$ cat config.mk
export PLATFORM = sky130hd
export DESIGN_NAME = block_average_trigger_pulse
export DESIGN_NICKNAME = d
export VERILOG_FILES = /design/src/hw/rtl/bat_pkg.sv /design/src/hw/rtl/bat_regs.sv /design/src/hw/rtl/bat_div.sv /design/src/hw/rtl/block_average_trigger_pulse.sv
export SDC_FILE = /design/constraint.sdc
export NUM_CORES = 1
export LEC_CHECK = 0
export ABC_CLOCK_PERIOD_IN_PS = 4600
export BUFFER_PORTS_ARGS = -buffer_cell sky130_fd_sc_hd__buf_2
export CAP_MARGIN = 20
export CORE_ASPECT_RATIO = 1.4
export CORE_UTILIZATION = 55
export DETAILED_ROUTE_END_ITERATION = 8
export GPL_TIMING_DRIVEN = 0
export PLACE_DENSITY = 0.73
export REMOVE_ABC_BUFFERS = 1
export SYNTH_ARGS = -nofsm -noshare
export SYNTH_HDL_FRONTEND = slang
export SYNTH_SLANG_ARGS = --single-unit
$ cat constraint.sdc
create_clock -name clk -period 4.6 [get_ports clk]
set_input_delay 0.46 -clock clk [delete_from_list [all_inputs] [get_ports clk]]
set_output_delay 0.46 -clock clk [all_outputs]
set_load 0.01 [all_outputs]
$ cat src/hw/rtl/bat_pkg.sv
// Shared constants, register codes and the configuration struct of the block-average trigger.
package bat_pkg;

  localparam int SAMPLE_W   = 10;
  localparam int SPB_W      = 7;
  localparam int TRIG_W     = 10;
  localparam int TICKS_W    = 16;
  localparam int CFG_DATA_W = 16;
  localparam int CFG_IDX_W  = 3;

  localparam int DEF_MAX_BLOCK  = 64;
  localparam int DEF_TIMER_BITS = 16;

  localparam logic [CFG_IDX_W-1:0] REG_SAMPLES_PER_BLOCK = 3'd0;
  localparam logic [CFG_IDX_W-1:0] REG_TRIGGER_LEVEL     = 3'd1;
  localparam logic [CFG_IDX_W-1:0] REG_HOLDOFF_TICKS     = 3'd2;
  localparam logic [CFG_IDX_W-1:0] REG_ON_TICKS          = 3'd3;
  localparam logic [CFG_IDX_W-1:0] REG_AUTO_HOOK_ENABLE  = 3'd4;

  localparam logic [SPB_W-1:0]   SPB_RST     = 7'd20;
  localparam logic [TRIG_W-1:0]  TRIG_RST    = 10'd100;
  localparam logic [TICKS_W-1:0] HOLDOFF_RST = 16'd3000;
  localparam logic [TICKS_W-1:0] ON_RST      = 16'd500;

  typedef struct packed {
    logic [SPB_W-1:0]   samples_per_block;
    logic [TRIG_W-1:0]  trigger_level;
    logic [TICKS_W-1:0] holdoff_ticks;
    logic [TICKS_W-1:0] on_ticks;
    logic               auto_hook_enable;
  } bat_cfg_t;

endpackage

$ cat src/hw/rtl/bat_regs.sv
// Configuration register file of the block-average trigger.
module bat_regs (
  input  logic                           clk,
  input  logic                           rst_n,
  input  logic                           cfg_we,
  input  logic [bat_pkg::CFG_IDX_W-1:0]  cfg_index,
  input  logic [bat_pkg::CFG_DATA_W-1:0] cfg_data,
  output bat_pkg::bat_cfg_t              cfg
);
  import bat_pkg::*;

  bat_cfg_t cfg_r;

  always_ff @(posedge clk) begin
    if (!rst_n) begin
      cfg_r.samples_per_block <= SPB_RST;
      cfg_r.trigger_level     <= TRIG_RST;
      cfg_r.holdoff_ticks     <= HOLDOFF_RST;
      cfg_r.on_ticks          <= ON_RST;
      cfg_r.auto_hook_enable  <= 1'b1;
    end else if (cfg_we) begin
      unique case (cfg_index)
        REG_SAMPLES_PER_BLOCK: cfg_r.samples_per_block <= cfg_data[SPB_W-1:0];
        REG_TRIGGER_LEVEL:     cfg_r.trigger_level     <= cfg_data[TRIG_W-1:0];
        REG_HOLDOFF_TICKS:     cfg_r.holdoff_ticks     <= cfg_data[TICKS_W-1:0];
        REG_ON_TICKS:          cfg_r.on_ticks          <= cfg_data[TICKS_W-1:0];
        REG_AUTO_HOOK_ENABLE:  cfg_r.auto_hook_enable  <= cfg_data[0];
        default: begin
        end
      endcase
    end
  end

  assign cfg = cfg_r;

endmodule

$ cat src/hw/rtl/bat_div.sv
// Iterative restoring divider that produces one quotient bit per cycle.
module bat_div #(
  parameter int CNT_W = 7
) (
  input  logic                         clk,
  input  logic                         rst_n,
  input  logic                         start,
  input  logic [bat_pkg::SAMPLE_W-1:0] dividend,
  input  logic [CNT_W-1:0]             divisor,
  output logic                         busy,
  output logic                         done,
  output logic [bat_pkg::SAMPLE_W-1:0] quotient
);
  import bat_pkg::*;

  localparam int STEP_W = (SAMPLE_W > 1) ? $clog2(SAMPLE_W) : 1;

  logic                busy_r;
  logic                done_r;
  logic [STEP_W-1:0]   step_r;
  logic [CNT_W-1:0]    rem_r;
  logic [CNT_W-1:0]    div_r;
  logic [SAMPLE_W-1:0] quo_r;
  logic [CNT_W:0]      shifted;
  logic                fits;
  logic [CNT_W:0]      diff;

  always_comb begin
    shifted = {rem_r, quo_r[SAMPLE_W-1]};
    fits    = shifted >= {1'b0, div_r};
    diff    = shifted - {1'b0, div_r};
  end

  always_ff @(posedge clk) begin
    if (!rst_n) begin
      busy_r <= 1'b0;
      done_r <= 1'b0;
      step_r <= '0;
    end else if (start) begin
      busy_r <= 1'b1;
      done_r <= 1'b0;
      step_r <= STEP_W'(SAMPLE_W - 1);
    end else if (busy_r) begin
      step_r <= step_r - 1'b1;
      if (step_r == '0) begin
        busy_r <= 1'b0;
        done_r <= 1'b1;
      end
    end else begin
      done_r <= 1'b0;
    end
  end

  always_ff @(posedge clk) begin
    if (start) begin
      rem_r <= '0;
      div_r <= divisor;
      quo_r <= dividend;
    end else if (busy_r) begin
      rem_r <= fits ? diff[CNT_W-1:0] : shifted[CNT_W-1:0];
      quo_r <= {quo_r[SAMPLE_W-2:0], fits};
    end
  end

  assign busy     = busy_r;
  assign done     = done_r;
  assign quotient = quo_r;

endmodule

$ cat src/hw/rtl/block_average_trigger_pulse.sv
// Top level of the block-average trigger with drive pulse timer.
//
// The input channel (in_valid, in_stall, in_action, in_sample) carries one
// transaction per ADC sample (action 0) or per 1 ms tick (action 1). Every
// input transaction yields exactly one output transaction on out_valid and
// out_stall, holding block_done, block_mean, drive_on and the on/off pulses.
// A sample occupies the block from accept to commit: the mean update divides
// by the running count in a restoring divider that retires one quotient bit
// per cycle, and the sequencer then hands off to commit. A tick goes from
// accept straight to commit. The result is written into the output register
// at commit, and in_stall is high while an item is in progress.
// When the receiver stalls, the finished result waits in the output register
// and a following item waits before commit until the register is taken.
// Configuration writes are taken at any edge with cfg_we high and should be
// made only while the block is idle. Synchronous reset loads the register
// defaults, clears mean, count, timer and drive, and empties the output.
module block_average_trigger_pulse #(
  parameter int MAX_BLOCK  = bat_pkg::DEF_MAX_BLOCK,
  parameter int TIMER_BITS = bat_pkg::DEF_TIMER_BITS
) (
  input  logic                           clk,
  input  logic                           rst_n,
  input  logic                           in_valid,
  output logic                           in_stall,
  input  logic                           in_action,
  input  logic [bat_pkg::SAMPLE_W-1:0]   in_sample,
  output logic                           out_valid,
  input  logic                           out_stall,
  output logic                           out_block_done,
  output logic [bat_pkg::SAMPLE_W-1:0]   out_block_mean,
  output logic                           out_drive_on,
  output logic                           out_turned_on,
  output logic                           out_turned_off,
  input  logic                           cfg_we,
  input  logic [bat_pkg::CFG_IDX_W-1:0]  cfg_index,
  input  logic [bat_pkg::CFG_DATA_W-1:0] cfg_data
);
  import bat_pkg::*;

  localparam int CNT_W = (MAX_BLOCK > 1) ? $clog2(MAX_BLOCK + 1) : 1;

  localparam logic [1:0] ST_IDLE = 2'd0;
  localparam logic [1:0] ST_DIV  = 2'd1;
  localparam logic [1:0] ST_FIN  = 2'd2;

  bat_cfg_t cfg;

  logic [1:0]            state_r;
  logic [1:0]            state_nxt;
  logic                  act_r;
  logic                  neg_r;
  logic [SAMPLE_W-1:0]   running_mean_r;
  logic [CNT_W-1:0]      sample_count_r;
  logic [SAMPLE_W-1:0]   last_mean_r;
  logic                  drive_r;
  logic [TIMER_BITS-1:0] elapsed_r;

  logic                  out_valid_r;
  logic                  out_block_done_r;
  logic [SAMPLE_W-1:0]   out_block_mean_r;
  logic                  out_drive_on_r;
  logic                  out_turned_on_r;
  logic                  out_turned_off_r;

  logic                  in_acc;
  logic                  commit;
  logic [CNT_W-1:0]      blk_n;
  logic [CNT_W-1:0]      cnt_new;
  logic [SAMPLE_W:0]     diff;
  logic [SAMPLE_W:0]     mag;
  logic                  div_start;
  logic                  div_busy;
  logic                  div_done;
  logic [SAMPLE_W-1:0]   quo;
  logic [SAMPLE_W-1:0]   mean_new;
  logic                  blk_end;
  logic                  trig;
  logic                  holdoff_met;
  logic [TIMER_BITS-1:0] el_inc;
  logic                  off_now;

  bat_regs u_regs (
    .clk       (clk),
    .rst_n     (rst_n),
    .cfg_we    (cfg_we),
    .cfg_index (cfg_index),
    .cfg_data  (cfg_data),
    .cfg       (cfg)
  );

  always_comb begin
    if (cfg.samples_per_block == '0) begin
      blk_n = CNT_W'(1);
    end else if (int'(cfg.samples_per_block) > MAX_BLOCK) begin
      blk_n = CNT_W'(MAX_BLOCK);
    end else begin
      blk_n = CNT_W'(cfg.samples_per_block);
    end
    cnt_new = (sample_count_r >= blk_n) ? CNT_W'(1) : sample_count_r + 1'b1;
    diff    = {1'b0, in_sample} - {1'b0, running_mean_r};
    mag     = diff[SAMPLE_W] ? ('0 - diff) : diff;
  end

  assign in_acc    = in_valid && !in_stall;
  assign in_stall  = (state_r != ST_IDLE);
  assign div_start = in_acc && !in_action;
  assign commit    = (state_r == ST_FIN) && (!out_valid_r || !out_stall);

  bat_div #(
    .CNT_W (CNT_W)
  ) u_div (
    .clk      (clk),
    .rst_n    (rst_n),
    .start    (div_start),
    .dividend (mag[SAMPLE_W-1:0]),
    .divisor  (cnt_new),
    .busy     (div_busy),
    .done     (div_done),
    .quotient (quo)
  );

  always_comb begin
    mean_new    = neg_r ? (running_mean_r - quo) : (running_mean_r + quo);
    blk_end     = !act_r && (sample_count_r == blk_n);
    trig        = blk_end && !drive_r && (mean_new >= cfg.trigger_level)
                  && cfg.auto_hook_enable;
    holdoff_met = 32'(elapsed_r) > 32'(cfg.holdoff_ticks);
    el_inc      = (elapsed_r != '1) ? elapsed_r + 1'b1 : elapsed_r;
    off_now     = act_r && drive_r && (32'(el_inc) > 32'(cfg.on_ticks));
  end

  always_comb begin
    state_nxt = state_r;
    unique case (state_r)
      ST_IDLE: begin
        if (in_acc) begin
          state_nxt = in_action ? ST_FIN : ST_DIV;
        end
      end
      ST_DIV: begin
        if (div_done) begin
          state_nxt = ST_FIN;
        end
      end
      ST_FIN: begin
        if (commit) begin
          state_nxt = ST_IDLE;
        end
      end
      default: state_nxt = ST_IDLE;
    endcase
  end

  always_ff @(posedge clk) begin
    if (!rst_n) begin
      state_r        <= ST_IDLE;
      running_mean_r <= '0;
      sample_count_r <= '0;
      last_mean_r    <= '0;
      drive_r        <= 1'b0;
      elapsed_r      <= '0;
      out_valid_r    <= 1'b0;
    end else begin
      state_r <= state_nxt;
      if (div_start) begin
        sample_count_r <= cnt_new;
      end
      if (commit) begin
        out_valid_r <= 1'b1;
        if (act_r) begin
          elapsed_r <= el_inc;
          if (off_now) begin
            drive_r <= 1'b0;
          end
        end else if (blk_end) begin
          last_mean_r    <= mean_new;
          running_mean_r <= '0;
          if (trig) begin
            elapsed_r <= '0;
            if (holdoff_met) begin
              drive_r <= 1'b1;
            end
          end
        end else begin
          running_mean_r <= mean_new;
        end
      end else if (!out_stall) begin
        out_valid_r <= 1'b0;
      end
    end
  end

  always_ff @(posedge clk) begin
    if (in_acc) begin
      act_r <= in_action;
      neg_r <= diff[SAMPLE_W];
    end
    if (commit) begin
      out_block_done_r <= blk_end;
      out_block_mean_r <= blk_end ? mean_new : last_mean_r;
      out_drive_on_r   <= off_now ? 1'b0 : ((trig && holdoff_met) ? 1'b1 : drive_r);
      out_turned_on_r  <= trig && holdoff_met;
      out_turned_off_r <= off_now;
    end
  end

  assign out_valid      = out_valid_r;
  assign out_block_done = out_block_done_r;
  assign out_block_mean = out_block_mean_r;
  assign out_drive_on   = out_drive_on_r;
  assign out_turned_on  = out_turned_on_r;
  assign out_turned_off = out_turned_off_r;

`ifndef SYNTHESIS
  a_accept_busy: assert property (@(posedge clk) disable iff (!rst_n)
    in_acc |=> (state_r != ST_IDLE))
    else $error("accepted transaction did not leave idle");

  a_div_idle: assert property (@(posedge clk) disable iff (!rst_n)
    (state_r == ST_IDLE) |-> !div_busy)
    else $error("divider busy while the sequencer is idle");

  a_commit_out: assert property (@(posedge clk) disable iff (!rst_n)
    commit |=> out_valid_r)
    else $error("committed result not presented");

  a_pulse_level: assert property (@(posedge clk) disable iff (!rst_n)
    commit |=> (out_turned_on_r == (drive_r && !$past(drive_r)))
               && (out_turned_off_r == (!drive_r && $past(drive_r))))
    else $error("drive pulse does not match drive change");
`endif

endmodule

# [Yosys cells after proc, flatten, opt, wreduce, memory -nomap -nowiden]
# Cells that the tools add are included.
[op_classes] addsub=8 n_lt_le_gt_ge=6 eq_ne=13 muxes=32 bitwise=3 reduce_logical=37
[ops] cell="$mux W16" n=4
[ops] cell="$mux W10" n=6
[ops] cell="$gt A16 B16 Y1" n=2
[ops] cell="$mux W7" n=4
[ops] cell="$add A16 B1 Y16 const B" n=1
[ops] cell="$ne A16 B16 Y1 const B" n=1
[ops] cell="$reduce_and A2 Y1" n=6
[ops] cell="$mux W1" n=11
[ops] cell="$sub A10 B10 Y11" n=1
[ops] cell="$add A10 B10 Y10" n=1
[ops] cell="$ge A10 B10 Y1" n=1
[ops] cell="$logic_and A1 B1 Y1" n=10
[ops] cell="$reduce_bool A2 Y1" n=5
[ops] cell="$sub A1 B10 Y10 const A" n=1
[ops] cell="$sub A10 B10 Y10" n=1
[ops] cell="$ge A8 B7 Y1" n=1
[ops] cell="$mux W2" n=4
[ops] cell="$mux W4" n=2
[ops] cell="$add A7 B1 Y7 const B" n=1
[ops] cell="$eq A7 B7 Y1" n=1
[ops] cell="$ge A7 B7 Y1" n=1
[ops] cell="$gt A7 B7 Y1 const B" n=1
[ops] cell="$logic_not A7 Y1" n=1
[ops] cell="$sub A7 B7 Y7" n=1
[ops] cell="other kinds (19)" n=31
[totals] ff_bits=143 input_bits=35 out_inout_bits=16 wordCells=125

# [Logic depth before layout (Yosys ltp)]
[depth] ltp_word=11 ltp_mapped=19 ltp_nobuf=18

# [Modules after synthesis]
# From an unflattened synthesis, not the netlist that was laid out.
[hier_totals] hier_cells=1046 hier_area_um2=9213.8
[modules_own_cells] mod="block_average_trigger_pulse" n_inst=1 cells_each=688 area_per_inst_um2=5481.5 seq_area_each_um2=1421.4
[modules_own_cells] mod="bat_regs" n_inst=1 cells_each=196 area_per_inst_um2=1996.9 seq_area_each_um2=1001.0
[modules_own_cells] mod="bat_div" n_inst=1 cells_each=162 area_per_inst_um2=1735.4 seq_area_each_um2=770.7

# [Worst setup path before layout]
# Ideal clock, no wire load.
[synth_path] kind="register to register" start="register u_div.quo_r[0] (netlist: u_div.quotient[0])" end="register elapsed_r[0]" setup_ns=0.074 arrival_time_ns=3.603 required_time_ns=4.526 slack_ns=0.923 path_stages_with_launch=19 n_path_buf=1 period_less_slack_ns=3.677 path_cell_list="edfxtp_1 inv_1 ha_1 mux2_2 inv_1 ha_1 nor2b_1 o21ai_0 a21boi_0 o21ai_0 a21oi_1 xor2_1 ha_1 a21o_1 a21o_1 a21oi_1 a31oi_4 buf_4 a31oi_1"
[synth_via] elab_chain_cells=7 word_cells_on_any_way=8 classes_between="add/sub (2); order compare (1); mux (1); reduce/logical (4)"
[synth_rtl] item="from (decl)" line="bat_div.sv:23" source="logic [SAMPLE_W-1:0] quo_r;"
[synth_rtl] item="from (signal assigned)" line="bat_div.sv:58" source="quo_r <= dividend;"
[synth_rtl] item="from (signal assigned)" line="bat_div.sv:61" source="quo_r <= {quo_r[SAMPLE_W-2:0], fits};"
[synth_rtl] item="$add A10 B10 Y10 or $sub A10 B10 Y10 (tied branches)" line="block_average_trigger_pulse.sv:123" source="mean_new = neg_r ? (running_mean_r - quo) : (running_mean_r + quo);"
[synth_rtl] item="$mux W10 (*)" line="block_average_trigger_pulse.sv:123"
[synth_rtl] item="$ge A10 B10 Y1 (*)" line="block_average_trigger_pulse.sv:125" source="trig = blk_end && !drive_r && (mean_new >= cfg.trigger_level)"
[synth_rtl] item="$logic_and A1 B1 Y1 (*)" line="block_average_trigger_pulse.sv:125"
[synth_rtl] item="$logic_and A1 B1 Y1 (*)" line="block_average_trigger_pulse.sv:126" source="&& cfg.auto_hook_enable;"
[synth_rtl] item="$reduce_bool A2 Y1 (no line) (*)"
[synth_rtl] item="$reduce_and A3 Y1 (no line) (*)"
[synth_rtl] item="to (signal assigned)" line="block_average_trigger_pulse.sv:171" source="elapsed_r <= el_inc;"
[synth_rtl] item="to (decl)" line="block_average_trigger_pulse.sv:56" source="logic [TIMER_BITS-1:0] elapsed_r;"
# Every way passes the cells marked *; elsewhere a longest branch is shown, timed or not.
# A chain may end at the register's enable or synchronous reset.

# [Final worst setup path]
[layout_path] start="register u_div.quo_r[0] (netlist: u_div.quotient[0])" end="register out_drive_on_r (netlist: out_drive_on), data pin"
[layout_via] elab_chain_cells=7 word_cells_on_any_way=8 classes_between="add/sub (2); order compare (1); mux (2); reduce/logical (3)"
[layout_rtl] item="$add A10 B10 Y10 or $sub A10 B10 Y10 (tied branches)" line="block_average_trigger_pulse.sv:123"
[layout_rtl] item="$mux W10 (*)" line="block_average_trigger_pulse.sv:123"
[layout_rtl] item="$ge A10 B10 Y1 (*)" line="block_average_trigger_pulse.sv:125"
[layout_rtl] item="$logic_and A1 B1 Y1 (*)" line="block_average_trigger_pulse.sv:125"
[layout_rtl] item="$logic_and A1 B1 Y1 (*)" line="block_average_trigger_pulse.sv:126"
[layout_rtl] item="$logic_and A1 B1 Y1 (*)" line="block_average_trigger_pulse.sv:201" source="out_drive_on_r <= off_now ? 1'b0 : ((trig && holdoff_met) ? 1'b1 : drive_r);"
[layout_rtl] item="$mux W1 (*)" line="block_average_trigger_pulse.sv:201"
[layout_rtl] item="to (signal assigned)" line="block_average_trigger_pulse.sv:201"
[layout_rtl] item="to (decl)" line="block_average_trigger_pulse.sv:61" source="logic out_drive_on_r;"
# Marks and branches as above.

==> results by group <==
Status
  – Outcome: finished, final reports clean

Power
  – Gate power share: 0.195
  – Leak: 4.04 nW
  – Pint: 2.45 mW
  – IR drop worst, VDD: 0.000188 V
  – Switch share: 0.287
  – Power density over the cells: 351 nW/um^2
  – NetSw: 0.990 mW
  – Clock Power Share: 0.399
  – Sequential power share: 0.406

Floorplanning
  – Die area: 16,600 sq um
  – I/O Pins: 51
  – Height of the die: 152 um
  – Initial Utilization: 0.564
  – Core Area: 15,700 sq um
  – FP Rows: 54
  – Die Width: 109 um

Timing
  – Crit path time final: 4.29 ns
  – Min Hold Slack: 0.244 ns
  – Slew headroom: 0.436
  – Pins Over Slew Limit: 0
  – Setup Viol. Count Final: 0
  – Final hold vios: 0
  – Layout Skew: 0.0105 ns
  – RSZ-0062 raised after global routing: no
  – Final Cycle Share: 0.934
  – FMAX: 233 MHz
  – Worst-Margin Slew: 0.847 ns
  – Setup TNS Final: 0 ns

GRT
  – Grt total ovfl: 0
  – Vias in the first global route: 7,387
  – First-pass GRT wire length: 34,900 um
  – Initial antenna violation count: 0
  – GRT Overall Usage: 0.271
  – Pin count of the biggest net entering global routing: 63

CTS
  – Clk sinks: 143
  – CTS clk-pin slew, worst paths: 0.06 ns
  – Max clock buf depth: 2
  – TritonCTS clock tree: yes
  – Worst skew pair latency: 0.43 ns
  – Post-CTS setup buffer count: 0
  – H-tree level count: 4
  – Clock Tree Root: clkbuf_16
  – TritonCTS Buffers: 17

Synthesis
  – Post-Synthesis Cells: 1,078
  – Yosys Warn Count: 0
  – Register area share after synthesis: 0.361
  – Top cell type's share of synthesized area: 0.249
  – FFs w/ async S/R, synth: 0
  – Synth area leader: dfxtp_1
  – Synthesized flop and latch total: 143
  – Synth area leaders: dfxtp_1 (25%), ha_1 (11%), edfxtp_1 (11%)
  – Mapped Area: 8840 sq um
  – Post-synth EDFFs: 33
  – Mean Syn Cell Area: 8.20 sq um
  – Post-synth cell types: 76
  – Main synth FF type: dfxtp_1

Detailed routing
  – DR pass1 iterations: 5
  – Met3 WL post-DR: 667 um
  – Met1 wire length: 8170 um
  – Vias: 7,566
  – Metal2 WL: 11,400 um
  – DR WL/cell: 16.1 um
  – DRC viols: 0
  – ANT nets after route: 0
  – Drt total wl: 21,200 um
  – Initial detailed-routing violation count: 319
  – Drt via density: 5.75
  – Highest Signal Layer: met4

Critical path
  – Kind of critical path: flip-flop to flip-flop
  – CP delay by family, top: compound AO/OA/AOI/OAI gates
  – Worst EP arrival: 4.59 ns
  – CP startpoint kind: flip-flop
  – Worst path required time: 4.90 ns
  – Sequence of cells on the critical path: inv_1 -> ha_1 -> mux2_2 -> inv_1 -> ha_1 -> nor2b_1 -> o21ai_0 -> a21boi_1 -> o21ai_0 -> nand2b_1 -> xnor2_1 -> inv_1 -> ha_1 -> o2111ai_1 -> a21o_1 -> a2111oi_2 -> nand2b_1
  – Critical path buffers and inverters: 3
  – Setup crit end kind: flip-flop
  – Max stage delay on crit path: 0.51 ns
  – CP Max Fanout: 5
  – CP max stage cell: a2111oi_2

Placement
  – Dpl hpwl: 15,800 um
  – IO buf count: 50
  – Dpl cells: 1,283
  – Area after DPL: 9190 sq um
  – Routability cong.: 0.860

Job
  – Max-Cap Viols: 0

Cells and area
  – Nets: 1,225
  – Final Cell Area: 9820 sq um
  – Most common cell after layout, fill and taps aside: nand2_1
  – Synthesis-to-layout area growth: 11.1%
  – Proportion of layout cells with a drive suffix above 1: 0.106
  – Post-Layout Cell Count: 1,316
  – Antenna cells: 0
  – Commonest non-fill, non-tap cells in the layout: nand2_1 (180), dfxtp_1 (110), inv_1 (89)

Min path
  – Hold Path Class: input pin to flip-flop
==> routing by layer <==
layer / vias up / track usage
met1: 3539 / 0.279
met4: 0 / 0.147
li1: 3821 / -
met3: 58 / 0.0553
met5: - / 0
met2: 148 / 0.497
==> power groups by stage <==
| stage | Sequential (mW) | Combinational, mW | Clock (mW) |
|---|---|---|---|
| 2_1_floorplan | 1.41 | 0.491 | 0 |
| 3_3_place_gp | 1.42 | 0.637 | 0 |
| 3_5_place_dp | 1.42 | 0.655 | 0 |
| 4_1_cts | 1.40 | 0.663 | 1.39 |
| 5_1_grt | 1.41 | 0.757 | 1.45 |
| 6_report | 1.40 | 0.671 | 1.37 |
==> what timing repair did <==
item                       in CTS  in global routing
hold buffers                    0                  0
gates resized for setup         0                  5
setup endpoints to repair       0                 18
==> final timing paths <==
kind	startpoint	to	slack [ns]	cells past startpoint
worst max-delay path	u_div.quotient[0]	out_drive_on	0.31	17
worst min-delay path	in_action	act_r	0.24	1
worst max register to register	u_div.quotient[0]	out_drive_on	0.31	17
worst min register to register	u_regs.cfg[42]	u_regs.cfg[42]	0.45	2
==> kinds of logic (layout without fill, tap and decap cells) <==
kind of cell / after synthesis / after routing / synth area share
AO/OA/AOI/OAI: 249 / 249 / 0.180
XOR/XNOR: 47 / 47 / 0.0466
adder cells (fa/ha/maj): 83 / 83 / 0.120
buffers and inverters: 134 / 176 / 0.0590
flip-flops: 143 / 143 / 0.361
multiplexers: 17 / 17 / 0.0211
AND/OR/NAND/NOR: 405 / 405 / 0.212
==> registers in the layout, summed over array words and instances (netlist names), 2 cells and up <==
register,count
u_div.rem_r,7
u_div.step_r,4
running_mean_r,10
u_div.div_r,7
sample_count_r,7
u_regs.cfg,50
out_block_mean,10
state_r,2
last_mean_r,10
elapsed_r,16
u_div.quotient,10
==> cell type report <==
cell class	count	area [sq um]
timing repair buffer	53	302
sequential	143	3190
clock inverter	10	96.3
clock buffer	22	497
inverter	91	342
fill	1404	5850
multi-input combinational	801	5150
tap	196	245
==> synth_stat cells (all sizes together), types with 4 or more instances <==
library cell,instances
a211oi,15
a21boi,4
a21o,14
a21oi,84
a22oi,4
a31oi,13
and2,5
and4,4
buf,10
clkbuf,33
dfxtp,110
edfxtp,33
ha,80
inv,90
mux2,10
mux2i,7
nand2,180
nand2b,13
nand3,38
nand3b,6
nand4,12
nor2,84
nor2b,12
nor3,19
nor4b,4
o211ai,20
o21a,8
o21ai,54
o31ai,6
or2,5
or3,7
xnor2,33
xor2,14
==> per-stage QoR <==
step	power [mW]	utilization	setup WS (ns)
final	3.44	0.627	0.305
after global routing	3.61	0.627	0.0710
after CTS	3.45	0.624	0.134
after floorplan	1.90	-	0.899
after global placement	2.06	0.584	0.276
after detailed placement	2.08	0.586	0.193
==> worst reg2reg max path, cell delays in order, from the launching register on <==
cell and delay, ns:
edfxtp_1 0.47, inv_1 0.07, ha_1 0.28, mux2_2 0.29, inv_1 0.06, ha_1 0.21, nor2b_1 0.12, o21ai_0 0.21
a21boi_1 0.14, o21ai_0 0.31, nand2b_1 0.11, xnor2_1 0.48, inv_1 0.11, ha_1 0.31, o2111ai_1 0.10, a21o_1 0.21
a2111oi_2 0.51, nand2b_1 0.18
Power figures use the tool's default switching activity.
